[src/sv/dcsp_pkg.sv]
// Shared widths, reset values, register indexes and control structs
// of the distributed-clock sync PI unit. No dependencies.
package dcsp_pkg;

    localparam int INTEG_W  = 48;                 // width of the phase integral
    localparam int TIME_W   = 63;                 // reference time width
    localparam int CYC_W    = 30;                 // cycle time / shift width
    localparam int GAIN_W   = 32;                 // Q0.32 gains
    localparam int CFG_W    = 32;                 // widest register
    localparam int OUT_W    = 34;                 // correction width
    localparam int DIFF_W   = TIME_W + 1;         // signed time minus shift
    localparam int MAG_W    = TIME_W;             // magnitude of the difference
    localparam int DELTA_W  = CYC_W + 1;          // signed phase error
    localparam int MUL_W    = 32;                 // shared multiplier operand
    localparam int PROD_W   = 2 * MUL_W;
    localparam int ACC_W    = INTEG_W + 34;       // exact sum of both terms
    localparam int Q_W      = ACC_W - GAIN_W;     // sum after dropping fraction
    localparam int DIV_CNT_W = $clog2(MAG_W);

    localparam logic [CYC_W-1:0]  CYCLE_TIME_RST = CYC_W'(50000000);
    localparam logic [CYC_W-1:0]  SYNC_SHIFT_RST = CYC_W'(500000);
    localparam logic [GAIN_W-1:0] PROP_GAIN_RST  = GAIN_W'(42949673);
    localparam logic [GAIN_W-1:0] INTEG_GAIN_RST = GAIN_W'(85899);

    localparam logic signed [INTEG_W-1:0] INTEG_MAX = {1'b0, {(INTEG_W-1){1'b1}}};
    localparam logic signed [INTEG_W-1:0] INTEG_MIN = {1'b1, {(INTEG_W-1){1'b0}}};

    localparam logic [Q_W-1:0]   OUT_POS_MAX = Q_W'({1'b0, {(OUT_W-1){1'b1}}});
    localparam logic [Q_W-1:0]   OUT_NEG_MAG = Q_W'({1'b1, {(OUT_W-1){1'b0}}});
    localparam logic [OUT_W-1:0] OUT_MAX     = {1'b0, {(OUT_W-1){1'b1}}};
    localparam logic [OUT_W-1:0] OUT_MIN     = {1'b1, {(OUT_W-1){1'b0}}};

    typedef enum logic [1:0] {
        CFG_CYCLE_TIME = 2'd0,
        CFG_SYNC_SHIFT = 2'd1,
        CFG_PROP_GAIN  = 2'd2,
        CFG_INTEG_GAIN = 2'd3
    } cfg_idx_t;

    // status of the serial remainder unit
    typedef struct packed {
        logic busy;
        logic done;
    } rem_stat_t;

    // one multiply-accumulate command
    typedef struct packed {
        logic valid;
        logic clear;     // start a new sum with this term
        logic neg;       // subtract the term
        logic shift_hi;  // term weighs 2^32
    } mac_op_t;

endpackage

[src/sv/dcsp_rem_unit.sv]
// Serial restoring remainder unit: one dividend bit per cycle.
// Depends on dcsp_pkg.
module dcsp_rem_unit (
    input  logic                       clk,
    input  logic                       rst_n,
    input  logic                       start,
    input  logic [dcsp_pkg::MAG_W-1:0] dividend,
    input  logic [dcsp_pkg::CYC_W-1:0] divisor,
    output dcsp_pkg::rem_stat_t        stat,
    output logic [dcsp_pkg::CYC_W-1:0] rem
);
    import dcsp_pkg::*;

    logic                 busy_reg;
    logic                 done_reg;
    logic [DIV_CNT_W-1:0] cnt_reg;
    logic [MAG_W-1:0]     dividend_reg;
    logic [CYC_W-1:0]     divisor_reg;
    logic [CYC_W-1:0]     rem_reg;
    logic [CYC_W-1:0]     rem_next;
    logic [CYC_W+1:0]     trial;

    // shift in the next bit; keep the difference when it does not borrow
    always_comb
    begin
        trial = {1'b0, rem_reg, dividend_reg[MAG_W-1]} - {2'b00, divisor_reg};
        if (!trial[CYC_W+1])
        begin
            rem_next = trial[CYC_W-1:0];
        end
        else
        begin
            rem_next = {rem_reg[CYC_W-2:0], dividend_reg[MAG_W-1]};
        end
    end

    always_ff @(posedge clk or negedge rst_n)
    begin
        if (!rst_n)
        begin
            busy_reg <= 1'b0;
            done_reg <= 1'b0;
            cnt_reg  <= '0;
        end
        else if (start)
        begin
            busy_reg <= 1'b1;
            done_reg <= 1'b0;
            cnt_reg  <= '0;
        end
        else if (busy_reg)
        begin
            cnt_reg <= cnt_reg + DIV_CNT_W'(1);
            if (cnt_reg == DIV_CNT_W'(MAG_W - 1))
            begin
                busy_reg <= 1'b0;
                done_reg <= 1'b1;
            end
        end
        else
        begin
            done_reg <= 1'b0;
        end
    end

    always_ff @(posedge clk)
    begin
        if (start)
        begin
            dividend_reg <= dividend;
            divisor_reg  <= divisor;
            rem_reg      <= '0;
        end
        else if (busy_reg)
        begin
            dividend_reg <= dividend_reg << 1;
            rem_reg      <= rem_next;
        end
    end

    assign stat.busy = busy_reg;
    assign stat.done = done_reg;
    assign rem       = rem_reg;

    a_rem_below_divisor: assert property (@(posedge clk) disable iff (!rst_n)
        done_reg |-> rem_reg < divisor_reg)
        else $error("remainder not below divisor");

    a_no_restart: assert property (@(posedge clk) disable iff (!rst_n)
        start |-> !busy_reg)
        else $error("remainder unit restarted while busy");

endmodule

[src/sv/dcsp_mac_unit.sv]
// Shared 32x32 multiplier with a registered product, followed by a
// signed accumulator for the exact PI sum. Depends on dcsp_pkg.
module dcsp_mac_unit (
    input  logic                        clk,
    input  logic                        rst_n,
    input  dcsp_pkg::mac_op_t           op,
    input  logic [dcsp_pkg::MUL_W-1:0]  a,
    input  logic [dcsp_pkg::MUL_W-1:0]  b,
    output logic [dcsp_pkg::ACC_W-1:0]  acc
);
    import dcsp_pkg::*;

    mac_op_t          op_reg;
    logic [PROD_W-1:0] prod_reg;
    logic [ACC_W-1:0] acc_reg;
    logic [ACC_W-1:0] prod_ext;
    logic [ACC_W-1:0] term;
    logic [ACC_W-1:0] base;
    logic [ACC_W-1:0] acc_next;

    // subtract as add of the inverted term with carry in
    always_comb
    begin
        prod_ext = {{(ACC_W-PROD_W){1'b0}}, prod_reg};
        term     = op_reg.shift_hi ? (prod_ext << GAIN_W) : prod_ext;
        base     = op_reg.clear ? '0 : acc_reg;
        acc_next = base + (term ^ {ACC_W{op_reg.neg}}) + ACC_W'(op_reg.neg);
    end

    always_ff @(posedge clk or negedge rst_n)
    begin
        if (!rst_n)
        begin
            op_reg <= '0;
        end
        else
        begin
            op_reg <= op;
        end
    end

    always_ff @(posedge clk)
    begin
        if (op.valid)
        begin
            prod_reg <= a * b;
        end
        if (op_reg.valid)
        begin
            acc_reg <= acc_next;
        end
    end

    assign acc = acc_reg;

endmodule

[src/sv/dc_clock_sync_pi_unit.sv]
// Top level of the distributed-clock sync PI unit: sequencer, registers,
// integral and output saturation. Depends on dcsp_pkg, dcsp_rem_unit, dcsp_mac_unit.
//
//  channel | signals                          | direction | beat when
//  --------+----------------------------------+-----------+--------------------
//  in      | in_valid, in_stall, dc_time      | in        | in_valid & !in_stall
//  out     | out_valid, out_stall, offset_ns  | out       | out_valid & !out_stall
//  cfg     | cfg_we, cfg_index, cfg_data      | in        | cfg_we
//
// The serial remainder (one bit of the 63-bit time difference per cycle) takes
// most of a beat; the rest is three passes through the shared 32x32 multiplier
// and the sequencer steps around them.
// in_stall is high from acceptance until the result is loaded into the output
// register; a result waiting on out_stall does not block the next beat.
// Reset restores the register defaults and clears the phase integral.
module dc_clock_sync_pi_unit (
    input  logic                                clk,
    input  logic                                rst_n,
    input  logic                                in_valid,
    output logic                                in_stall,
    input  logic [dcsp_pkg::TIME_W-1:0]         dc_time,
    output logic                                out_valid,
    input  logic                                out_stall,
    output logic signed [dcsp_pkg::OUT_W-1:0]   offset_ns,
    input  logic                                cfg_we,
    input  logic [1:0]                          cfg_index,
    input  logic [dcsp_pkg::CFG_W-1:0]          cfg_data
);
    import dcsp_pkg::*;

    typedef enum logic [3:0] {
        S_IDLE,
        S_ABS,
        S_DIV,
        S_WRAP,
        S_INTEG,
        S_IMAG,
        S_MAC,
        S_DRAIN,
        S_NEG,
        S_FIN
    } state_t;

    state_t                     state_reg;
    logic [1:0]                 step_reg;
    logic [CYC_W-1:0]           cycle_time_reg;
    logic [CYC_W-1:0]           sync_shift_reg;
    logic [GAIN_W-1:0]          prop_gain_reg;
    logic [GAIN_W-1:0]          integ_gain_reg;
    logic signed [INTEG_W-1:0]  integ_reg;
    logic                       out_valid_reg;

    logic signed [DIFF_W-1:0]   diff_reg;
    logic [CYC_W-1:0]           cyc_eff_reg;
    logic signed [DELTA_W-1:0]  delta_reg;
    logic [CYC_W-1:0]           dmag_reg;
    logic                       dneg_reg;
    logic [INTEG_W-1:0]         imag_reg;
    logic                       ineg_reg;
    logic [ACC_W-1:0]           mag_reg;
    logic [OUT_W-1:0]           offset_reg;

    logic                       in_beat;
    logic                       out_free;
    logic [MAG_W-1:0]           abs_diff;
    rem_stat_t                  rem_stat;
    logic [CYC_W-1:0]           rem_val;
    mac_op_t                    mac_op;
    logic [MUL_W-1:0]           mac_a;
    logic [MUL_W-1:0]           mac_b;
    logic [ACC_W-1:0]           acc;
    logic signed [INTEG_W:0]    isum;
    logic signed [INTEG_W-1:0]  integ_next;
    logic [Q_W-1:0]             quot;
    logic [OUT_W-1:0]           offset_next;

    assign in_stall  = (state_reg != S_IDLE);
    assign in_beat   = in_valid && !in_stall;
    assign out_free  = !out_valid_reg || !out_stall;
    assign out_valid = out_valid_reg;
    assign offset_ns = offset_reg;

    assign abs_diff = diff_reg[DIFF_W-1] ? MAG_W'(-diff_reg) : diff_reg[MAG_W-1:0];

    dcsp_rem_unit u_rem (
        .clk      (clk),
        .rst_n    (rst_n),
        .start    (state_reg == S_ABS),
        .dividend (abs_diff),
        .divisor  (cyc_eff_reg),
        .stat     (rem_stat),
        .rem      (rem_val)
    );

    // proportional term, then integral low and high halves
    always_comb
    begin
        mac_op = '0;
        mac_a  = '0;
        mac_b  = '0;
        if (state_reg == S_MAC)
        begin
            mac_op.valid = 1'b1;
            unique case (step_reg)
                2'd0:
                begin
                    mac_op.clear = 1'b1;
                    mac_op.neg   = dneg_reg;
                    mac_a        = MUL_W'(dmag_reg);
                    mac_b        = prop_gain_reg;
                end
                2'd1:
                begin
                    mac_op.neg = ineg_reg;
                    mac_a      = imag_reg[MUL_W-1:0];
                    mac_b      = integ_gain_reg;
                end
                default:
                begin
                    mac_op.neg      = ineg_reg;
                    mac_op.shift_hi = 1'b1;
                    mac_a           = MUL_W'(imag_reg >> MUL_W);
                    mac_b           = integ_gain_reg;
                end
            endcase
        end
    end

    dcsp_mac_unit u_mac (
        .clk   (clk),
        .rst_n (rst_n),
        .op    (mac_op),
        .a     (mac_a),
        .b     (mac_b),
        .acc   (acc)
    );

    // saturating integral update
    always_comb
    begin
        isum = (INTEG_W+1)'(integ_reg) + (INTEG_W+1)'(delta_reg);
        if (isum[INTEG_W] != isum[INTEG_W-1])
        begin
            integ_next = isum[INTEG_W] ? INTEG_MIN : INTEG_MAX;
        end
        else
        begin
            integ_next = isum[INTEG_W-1:0];
        end
    end

    // truncate toward zero on the magnitude, then clamp to the output range
    always_comb
    begin
        quot = mag_reg[ACC_W-1:GAIN_W];
        if (dneg_reg)
        begin
            offset_next = (quot > OUT_NEG_MAG) ? OUT_MIN : OUT_W'(-quot);
        end
        else
        begin
            offset_next = (quot > OUT_POS_MAX) ? OUT_MAX : quot[OUT_W-1:0];
        end
    end

    always_ff @(posedge clk or negedge rst_n)
    begin
        if (!rst_n)
        begin
            state_reg      <= S_IDLE;
            step_reg       <= '0;
            cycle_time_reg <= CYCLE_TIME_RST;
            sync_shift_reg <= SYNC_SHIFT_RST;
            prop_gain_reg  <= PROP_GAIN_RST;
            integ_gain_reg <= INTEG_GAIN_RST;
            integ_reg      <= '0;
            out_valid_reg  <= 1'b0;
        end
        else
        begin
            if (cfg_we)
            begin
                unique case (cfg_idx_t'(cfg_index))
                    CFG_CYCLE_TIME: cycle_time_reg <= cfg_data[CYC_W-1:0];
                    CFG_SYNC_SHIFT: sync_shift_reg <= cfg_data[CYC_W-1:0];
                    CFG_PROP_GAIN:  prop_gain_reg  <= cfg_data[GAIN_W-1:0];
                    CFG_INTEG_GAIN: integ_gain_reg <= cfg_data[GAIN_W-1:0];
                endcase
            end

            priority if (state_reg == S_FIN && out_free)
            begin
                out_valid_reg <= 1'b1;
            end
            else if (!out_stall)
            begin
                out_valid_reg <= 1'b0;
            end
            else
            begin
                out_valid_reg <= out_valid_reg;
            end

            unique case (state_reg)
                S_IDLE:
                begin
                    if (in_beat)
                    begin
                        state_reg <= S_ABS;
                    end
                end
                S_ABS:
                begin
                    state_reg <= S_DIV;
                end
                S_DIV:
                begin
                    if (rem_stat.done)
                    begin
                        state_reg <= S_WRAP;
                    end
                end
                S_WRAP:
                begin
                    state_reg <= S_INTEG;
                end
                S_INTEG:
                begin
                    integ_reg <= integ_next;
                    state_reg <= S_IMAG;
                end
                S_IMAG:
                begin
                    step_reg  <= '0;
                    state_reg <= S_MAC;
                end
                S_MAC:
                begin
                    step_reg <= step_reg + 2'd1;
                    if (step_reg == 2'd2)
                    begin
                        state_reg <= S_DRAIN;
                    end
                end
                S_DRAIN:
                begin
                    state_reg <= S_NEG;
                end
                S_NEG:
                begin
                    state_reg <= S_FIN;
                end
                S_FIN:
                begin
                    if (out_free)
                    begin
                        state_reg <= S_IDLE;
                    end
                end
                default:
                begin
                    state_reg <= S_IDLE;
                end
            endcase
        end
    end

    // datapath registers, no reset needed
    always_ff @(posedge clk)
    begin
        if (in_beat)
        begin
            diff_reg    <= $signed({1'b0, dc_time}) -
                           $signed({{(DIFF_W-CYC_W){1'b0}}, sync_shift_reg});
            cyc_eff_reg <= (cycle_time_reg == '0) ? CYC_W'(1) : cycle_time_reg;
        end
        if (state_reg == S_WRAP)
        begin
            // negative differences never wrap; positive ones past half a cycle do
            if (diff_reg[DIFF_W-1])
            begin
                delta_reg <= -$signed({1'b0, rem_val});
                dmag_reg  <= rem_val;
                dneg_reg  <= 1'b1;
            end
            else if (rem_val > (cyc_eff_reg >> 1))
            begin
                delta_reg <= $signed({1'b0, rem_val}) - $signed({1'b0, cyc_eff_reg});
                dmag_reg  <= cyc_eff_reg - rem_val;
                dneg_reg  <= 1'b1;
            end
            else
            begin
                delta_reg <= $signed({1'b0, rem_val});
                dmag_reg  <= rem_val;
                dneg_reg  <= 1'b0;
            end
        end
        if (state_reg == S_IMAG)
        begin
            ineg_reg <= integ_reg[INTEG_W-1];
            imag_reg <= integ_reg[INTEG_W-1] ? INTEG_W'(-integ_reg) : INTEG_W'(integ_reg);
        end
        if (state_reg == S_NEG)
        begin
            // sign of the sum now travels in dneg_reg
            dneg_reg <= acc[ACC_W-1];
            mag_reg  <= acc[ACC_W-1] ? (~acc + ACC_W'(1)) : acc;
        end
        if (state_reg == S_FIN && out_free)
        begin
            offset_reg <= offset_next;
        end
    end

    a_div_running: assert property (@(posedge clk) disable iff (!rst_n)
        (state_reg == S_DIV) |-> (rem_stat.busy || rem_stat.done))
        else $error("waiting on an idle remainder unit");

    a_err_below_cycle: assert property (@(posedge clk) disable iff (!rst_n)
        (state_reg == S_INTEG) |-> (dmag_reg < cyc_eff_reg))
        else $error("phase error magnitude not below cycle time");

    a_load_from_fin: assert property (@(posedge clk) disable iff (!rst_n)
        $rose(out_valid_reg) |-> $past(state_reg == S_FIN))
        else $error("result loaded outside the final step");

    a_accept_starts: assert property (@(posedge clk) disable iff (!rst_n)
        in_beat |=> (state_reg == S_ABS))
        else $error("accepted beat did not start the sequence");

endmodule

[config.mk]
export PLATFORM = sky130hd
export DESIGN_NAME = dc_clock_sync_pi_unit
export DESIGN_NICKNAME = d
export VERILOG_FILES = /design/src/sv/dcsp_pkg.sv /design/src/sv/dcsp_rem_unit.sv /design/src/sv/dcsp_mac_unit.sv /design/src/sv/dc_clock_sync_pi_unit.sv
export SDC_FILE = /design/constraint.sdc
export NUM_CORES = 2
export LEC_CHECK = 0
export BUFFER_PORTS_ARGS = -buffer_cell sky130_fd_sc_hd__buf_2
export CELL_PAD_IN_SITES_DETAIL_PLACEMENT = 0
export CELL_PAD_IN_SITES_GLOBAL_PLACEMENT = 1
export CORE_ASPECT_RATIO = 0.9
export CORE_MARGIN = 2
export CORE_UTILIZATION = 39
export DETAILED_ROUTE_END_ITERATION = 8
export GPL_TIMING_DRIVEN = 0
export PLACE_DENSITY = 0.65
export SETUP_SLACK_MARGIN = 0.1
export SLEW_MARGIN = 15
export SYNTH_ARGS = -nofsm -noshare
export SYNTH_HDL_FRONTEND = slang
export SYNTH_HIERARCHICAL = 1
export SYNTH_SLANG_ARGS = --single-unit
[constraint.sdc]
create_clock -name clk -period 18.95 [get_ports clk]
set_input_delay 2.8425 -clock clk [delete_from_list [all_inputs] [get_ports clk]]
set_output_delay 2.8425 -clock clk [all_outputs]
set_load 0.02 [all_outputs]
* After elaboration in Yosys (flattened, before gate mapping)
Cells that the tools add are included.
** Word-level totals
- Bits in read-only memories :: 0
- Register bits after elaboration :: 781
- Word-level logic and storage cells :: 138
- Memory bits (writable) :: 0
- Memories :: 0
- Input bits :: 102
- Bits in latches :: 0
** Operators by class
- $add $sub $neg :: 14
- Mux-type cells :: 45
- Reductions and logical operators :: 20
- Magnitude comparators :: 3
- Divide/modulo/power cells :: 0
- Shifts and indexed selects :: 0
- Eq/ne operators :: 22
- Bitwise operators :: 2
- $mul :: 1
** Operators with widths (count)
- $mux W63 :: 3
- $mux W82 :: 2
- $mux W34 :: 3
- $mux W32 :: 3
- $mux W48 :: 2
- $mux W30 :: 3
- $add A82 B1 Y82 :: 1
- $add A82 B1 Y82 const B :: 1
- $add A82 B82 Y82 :: 1
- $not A82 Y82 :: 1
- $xor A82 B82 Y82 :: 1
- $mux W81 :: 1
- $mul A32 B32 Y64 :: 1
- $pmux W32 S2 :: 1
- $sub A63 B30 Y64 :: 1
- $neg A63 Y63 :: 1
- $mux W31 :: 2
- $gt A50 B33 Y1 const B :: 1
- $gt A50 B34 Y1 const B :: 1
- $add A48 B31 Y49 :: 1
- $neg A48 Y48 :: 1
- $mux W47 :: 1
- $pmux W4 S10 :: 1
- $neg A34 Y34 :: 1
- other kinds (33) :: 72

* Logic depth before layout (Yosys ltp)
- Depth in word-level cells :: 5
- Gate-level depth with buffers :: 39

* Cells and area by module
The synthesis kept the hierarchy.
** Modules (own cells, without submodules)
- dcsp_mac_unit :: cells each 4828, area each 44562.7 um^2, instances 1
- dc_clock_sync_pi_unit :: cells each 3158, area each 31006.0 um^2, instances 1
- dcsp_rem_unit :: cells each 628, area each 7150.6 um^2, instances 1

* Worst setup path before layout
OpenSTA, ideal clock, no wires.
- Path type :: flip-flop to flip-flop
- From :: register state_reg[2]
- To :: register u_mac.prod_reg[63], data pin
- Arrival time :: 9444 ps
- Setup time :: 260 ps
- Cell stages (with the launch flop) :: 34
- Buffers on the path :: 3
- Period minus slack after synthesis :: 9704 ps
- Path slack :: 9246 ps
- Cells stage by stage :: dfrtp_1 -> clkbuf_1 -> nand2b_1 -> or2_2 -> inv_1 -> and3_1 -> clkbuf_1 -> nand2_1 -> fa_1 -> inv_1 -> fa_1 -> fa_1 -> inv_1 -> fa_1 -> inv_1 -> fa_1 -> fa_1 -> fa_1 -> inv_1 -> fa_1 -> inv_1 -> ha_1 -> clkbuf_1 -> a21oi_1 -> nor2b_1 -> o21ai_0 -> o2111ai_1 -> a311o_1 -> nand2_1 -> o211ai_1 -> and3_1 -> a221oi_2 -> o21ai_0 -> xnor2_1
** Between the ends
- Longest elaborated chain between the ends :: 3
** Ends and longest elaborated chain
- from (decl) :: line dc_clock_sync_pi_unit.sv:44 : state_t state_reg;
- from (signal assigned) :: line dc_clock_sync_pi_unit.sv:170 : state_reg <= S_IDLE;
- from (signal assigned) :: line dc_clock_sync_pi_unit.sv:209 : state_reg <= S_ABS;
- from (signal assigned) :: line dc_clock_sync_pi_unit.sv:214 : state_reg <= S_DIV;
- $eq A4 B3 Y1 :: line dc_clock_sync_pi_unit.sv:101 : if (state_reg == S_MAC)
- $mux W32 :: line dc_clock_sync_pi_unit.sv:101
- net mac_a[30] :: line dc_clock_sync_pi_unit.sv:69 : logic [MUL_W-1:0] mac_a;
- $mul A32 B32 Y64 :: line dcsp_mac_unit.sv:46 : prod_reg <= a * b;
- to (signal assigned) :: line dcsp_mac_unit.sv:46
- to (decl) :: line dcsp_mac_unit.sv:14 : logic [PROD_W-1:0] prod_reg;
The timed path passes the listed nets, and every way through them passes these cells.
A chain may end at the register's enable or synchronous reset.

* Worst setup path after layout
- From :: register step_reg[0]
- To :: register u_mac.prod_reg[63], data pin
** Between the ends
- Longest elaborated chain between the ends :: 4
** Ends and longest elaborated chain
- from (decl) :: line dc_clock_sync_pi_unit.sv:45 : logic [1:0] step_reg;
- from (signal assigned) :: line dc_clock_sync_pi_unit.sv:239 : step_reg <= step_reg + 2'd1;
- $logic_not A2 Y1 :: line dc_clock_sync_pi_unit.sv:104 : unique case (step_reg)
- $mux W32 :: line dc_clock_sync_pi_unit.sv:104
- $mux W32 :: line dc_clock_sync_pi_unit.sv:101
- net mac_b[9] :: line dc_clock_sync_pi_unit.sv:70 : logic [MUL_W-1:0] mac_b;
- $mul A32 B32 Y64 :: line dcsp_mac_unit.sv:46
The timed path passes the listed nets, and every way through them passes these cells.

==> flow_metrics.env <==
export IMPL_cp_endpoint="u_mac/prod_reg[63]"
export IMPL_core_rowCount=160
export IMPL_wl_per_cell_um=26.4
export IMPL_r2r_end="u_mac/prod_reg[63]"
export IMPL_cts_htree_levels=3
export IMPL_r2r_start="step_reg[0]"
export IMPL_nets=10429
export IMPL_antenna_found_initial=33
export IMPL_reg2reg_depth=35
export IMPL_fp_dieH_um=441
export IMPL_max_freq_ghz=0.0759
export IMPL_report_final_slew_viol_count=0
export IMPL_numCtsBuffers=86
export IMPL_grt_pass1_vias=65558
export IMPL_leakagePower_nw=39.3
export IMPL_ys_warn_count=6
export IMPL_worst_slew_pin_slew_ps=1410
export IMPL_final_common_cell="inv_1"
export IMPL_grt_overflow_total=0
export IMPL_coreArea_um2=211000
export IMPL_final_cells=11808
export IMPL_fin_tns_setup_ps=0
export IMPL_final_cell_mix="inv_1 (1131), fa_1 (902), nand2_1 (839), and2_1 (612), ha_1 (548)"
export IMPL_rrSetupSlack_ps=5770
export IMPL_grt_max_degree=88
export IMPL_crit_slowest_cell="nor2_1"
export IMPL_slew_limit_headroom=0.0568
export IMPL_drt_pass1_iter_count=8
export IMPL_cts_tree="built"
export IMPL_placed_cells=11624
export IMPL_syn_nets=10165
export IMPL_slowest_delay_ps=1020
export IMPL_status="finished clean"
export IMPL_portBuffers=137
export IMPL_track_usage=0.288
export IMPL_syn_avg_cell_area_um2=9.60
export IMPL_post_place_ws_ps=5920
export IMPL_criticalPathCategory="flip-flop to flip-flop"
export IMPL_crit_start="step_reg[0]"
export IMPL_hold_ws_ps=484
export IMPL_path_clk_slew_ps=60
export IMPL_postSynthCellCount=8613
export IMPL_hold_viol=0
export IMPL_cts_sinks=748
export IMPL_hold_buffers=0
export IMPL_cp_max_fo=11
export IMPL_initial_core_util=0.392
export IMPL_clock_latency_ps=770
export IMPL_min_period_ps=13180
export IMPL_area_delta_synth_final_pct=9.69
export IMPL_worst_path_stages=35
export IMPL_cts_setup_buffers=0
export IMPL_drc_errors=0
export IMPL_cpMostUsedCell="fa_1"
export IMPL_vias_per_cell=5.55
export IMPL_vias=65552
export IMPL_worst_clock_skew_ps=110
export IMPL_grt_pass1_wl_mm=451
export IMPL_finalCritPeriodShare=0.695
export IMPL_power_density_nw_per_um2=134
export IMPL_die_w_um=489
export IMPL_setup_violations_final=0
export IMPL_cp_num_buf_inv=11
export IMPL_cts_resized=0
export IMPL_totalWireLength_mm=312
export IMPL_startpoint_type="flip-flop"
export IMPL_min_path_type="flip-flop to flip-flop"
export IMPL_largest_reg_flops=82
export IMPL_antenna_left=0
export IMPL_fin_ws_ps=5770
export IMPL_cp_top_family="adder cells"
export IMPL_drive_gt1_frac=0.0746
export IMPL_fill_cells=20933
export IMPL_hpwl_mm=253
export IMPL_arrival_ps=13600
export IMPL_clk_path_buf_depth=3
export IMPL_ctsRootBufferMaster="clkbuf_16"
export IMPL_cp_required_ps=19370
export IMPL_netlist_area_um2=82700
export IMPL_maxCapViolations=0
export IMPL_gp_congestion=1.05
export IMPL_irDropWorstVdd_uv=80.1
export IMPL_die_area_um2=216000
export IMPL_io_pins=138
export IMPL_critPathCaptureType="flip-flop"
export IMPL_rsz0062_at_grt="no"
export IMPL_drt_iter0_drc=6304
## how the worst min path moves through the flow
| stage | cells past startpoint | to | slack, ps | from |
|---|---|---|---|---|
| final | 2 | u_mac/op_reg[1] | 480 | ineg_reg |
| after global routing | 1 | integ_gain_reg[20] | 520 | integ_gain_reg[20] |
| after CTS | 2 | u_mac/op_reg[1] | 490 | ineg_reg |
| after detailed placement | 2 | u_mac/op_reg[1] | 480 | ineg_reg |
| after global placement | 2 | u_mac/op_reg[1] | 470 | ineg_reg |
| after floorplan | 0 | u_rem/divisor_reg[29] | 430 | cyc_eff_reg[29] |
## worst reg2reg max path: cells and delay by family (launching register included)
family | cells | cell delay (ps)
fa+ha+maj | 10 | 4520
simple gates | 4 | 1740
mux | 1 | 400
xor+xnor | 1 | 190
buf+inv | 11 | 3210
flops | 1 | 410
compound gates | 8 | 2450
## per-stage QoR
stage | util | area, um2 | power [mW]
floorplan | - | 82700 | 7.60
global placement | 0.412 | 86900 | 10.1
detailed placement | 0.415 | 87600 | 10.2
CTS | 0.430 | 90700 | 12.0
global route | 0.430 | 90700 | 12.8
finish | 0.430 | 90700 | 12.1
## report_power, final
part / switching, mW / internal [mW] / total, mW / leakage (nW)
logic: 4.69 / 2.56 / 7.25 / 30.4
registers: 0.551 / 2.54 / 3.09 / 7.43
clock network: 0.752 / 1.03 / 1.78 / 1.47
## area by class of cell
cell class	count	area [um2]	share of cell area
multi-input cells	6268	55500	0.612
flip-flops and latches	748	21300	0.234
plain buffers	465	1800	0.0199
clock buffers	115	2390	0.0264
diodes	22	55.1	0.000607
clock inverters	47	653	0.00720
inverters	1132	4250	0.0469
well taps	2835	3550	0.0391
repair buffers	176	1250	0.0138
## per-layer routing
| metal | track usage | share of wire |
|---|---|---|
| met4 | 0.128 | 0.050 |
| met2 | 0.438 | 0.44 |
| met5 | 0 | 0.00012 |
| met3 | 0.0525 | 0.083 |
| met1 | 0.399 | 0.43 |
Power figures use the tool's default switching activity.
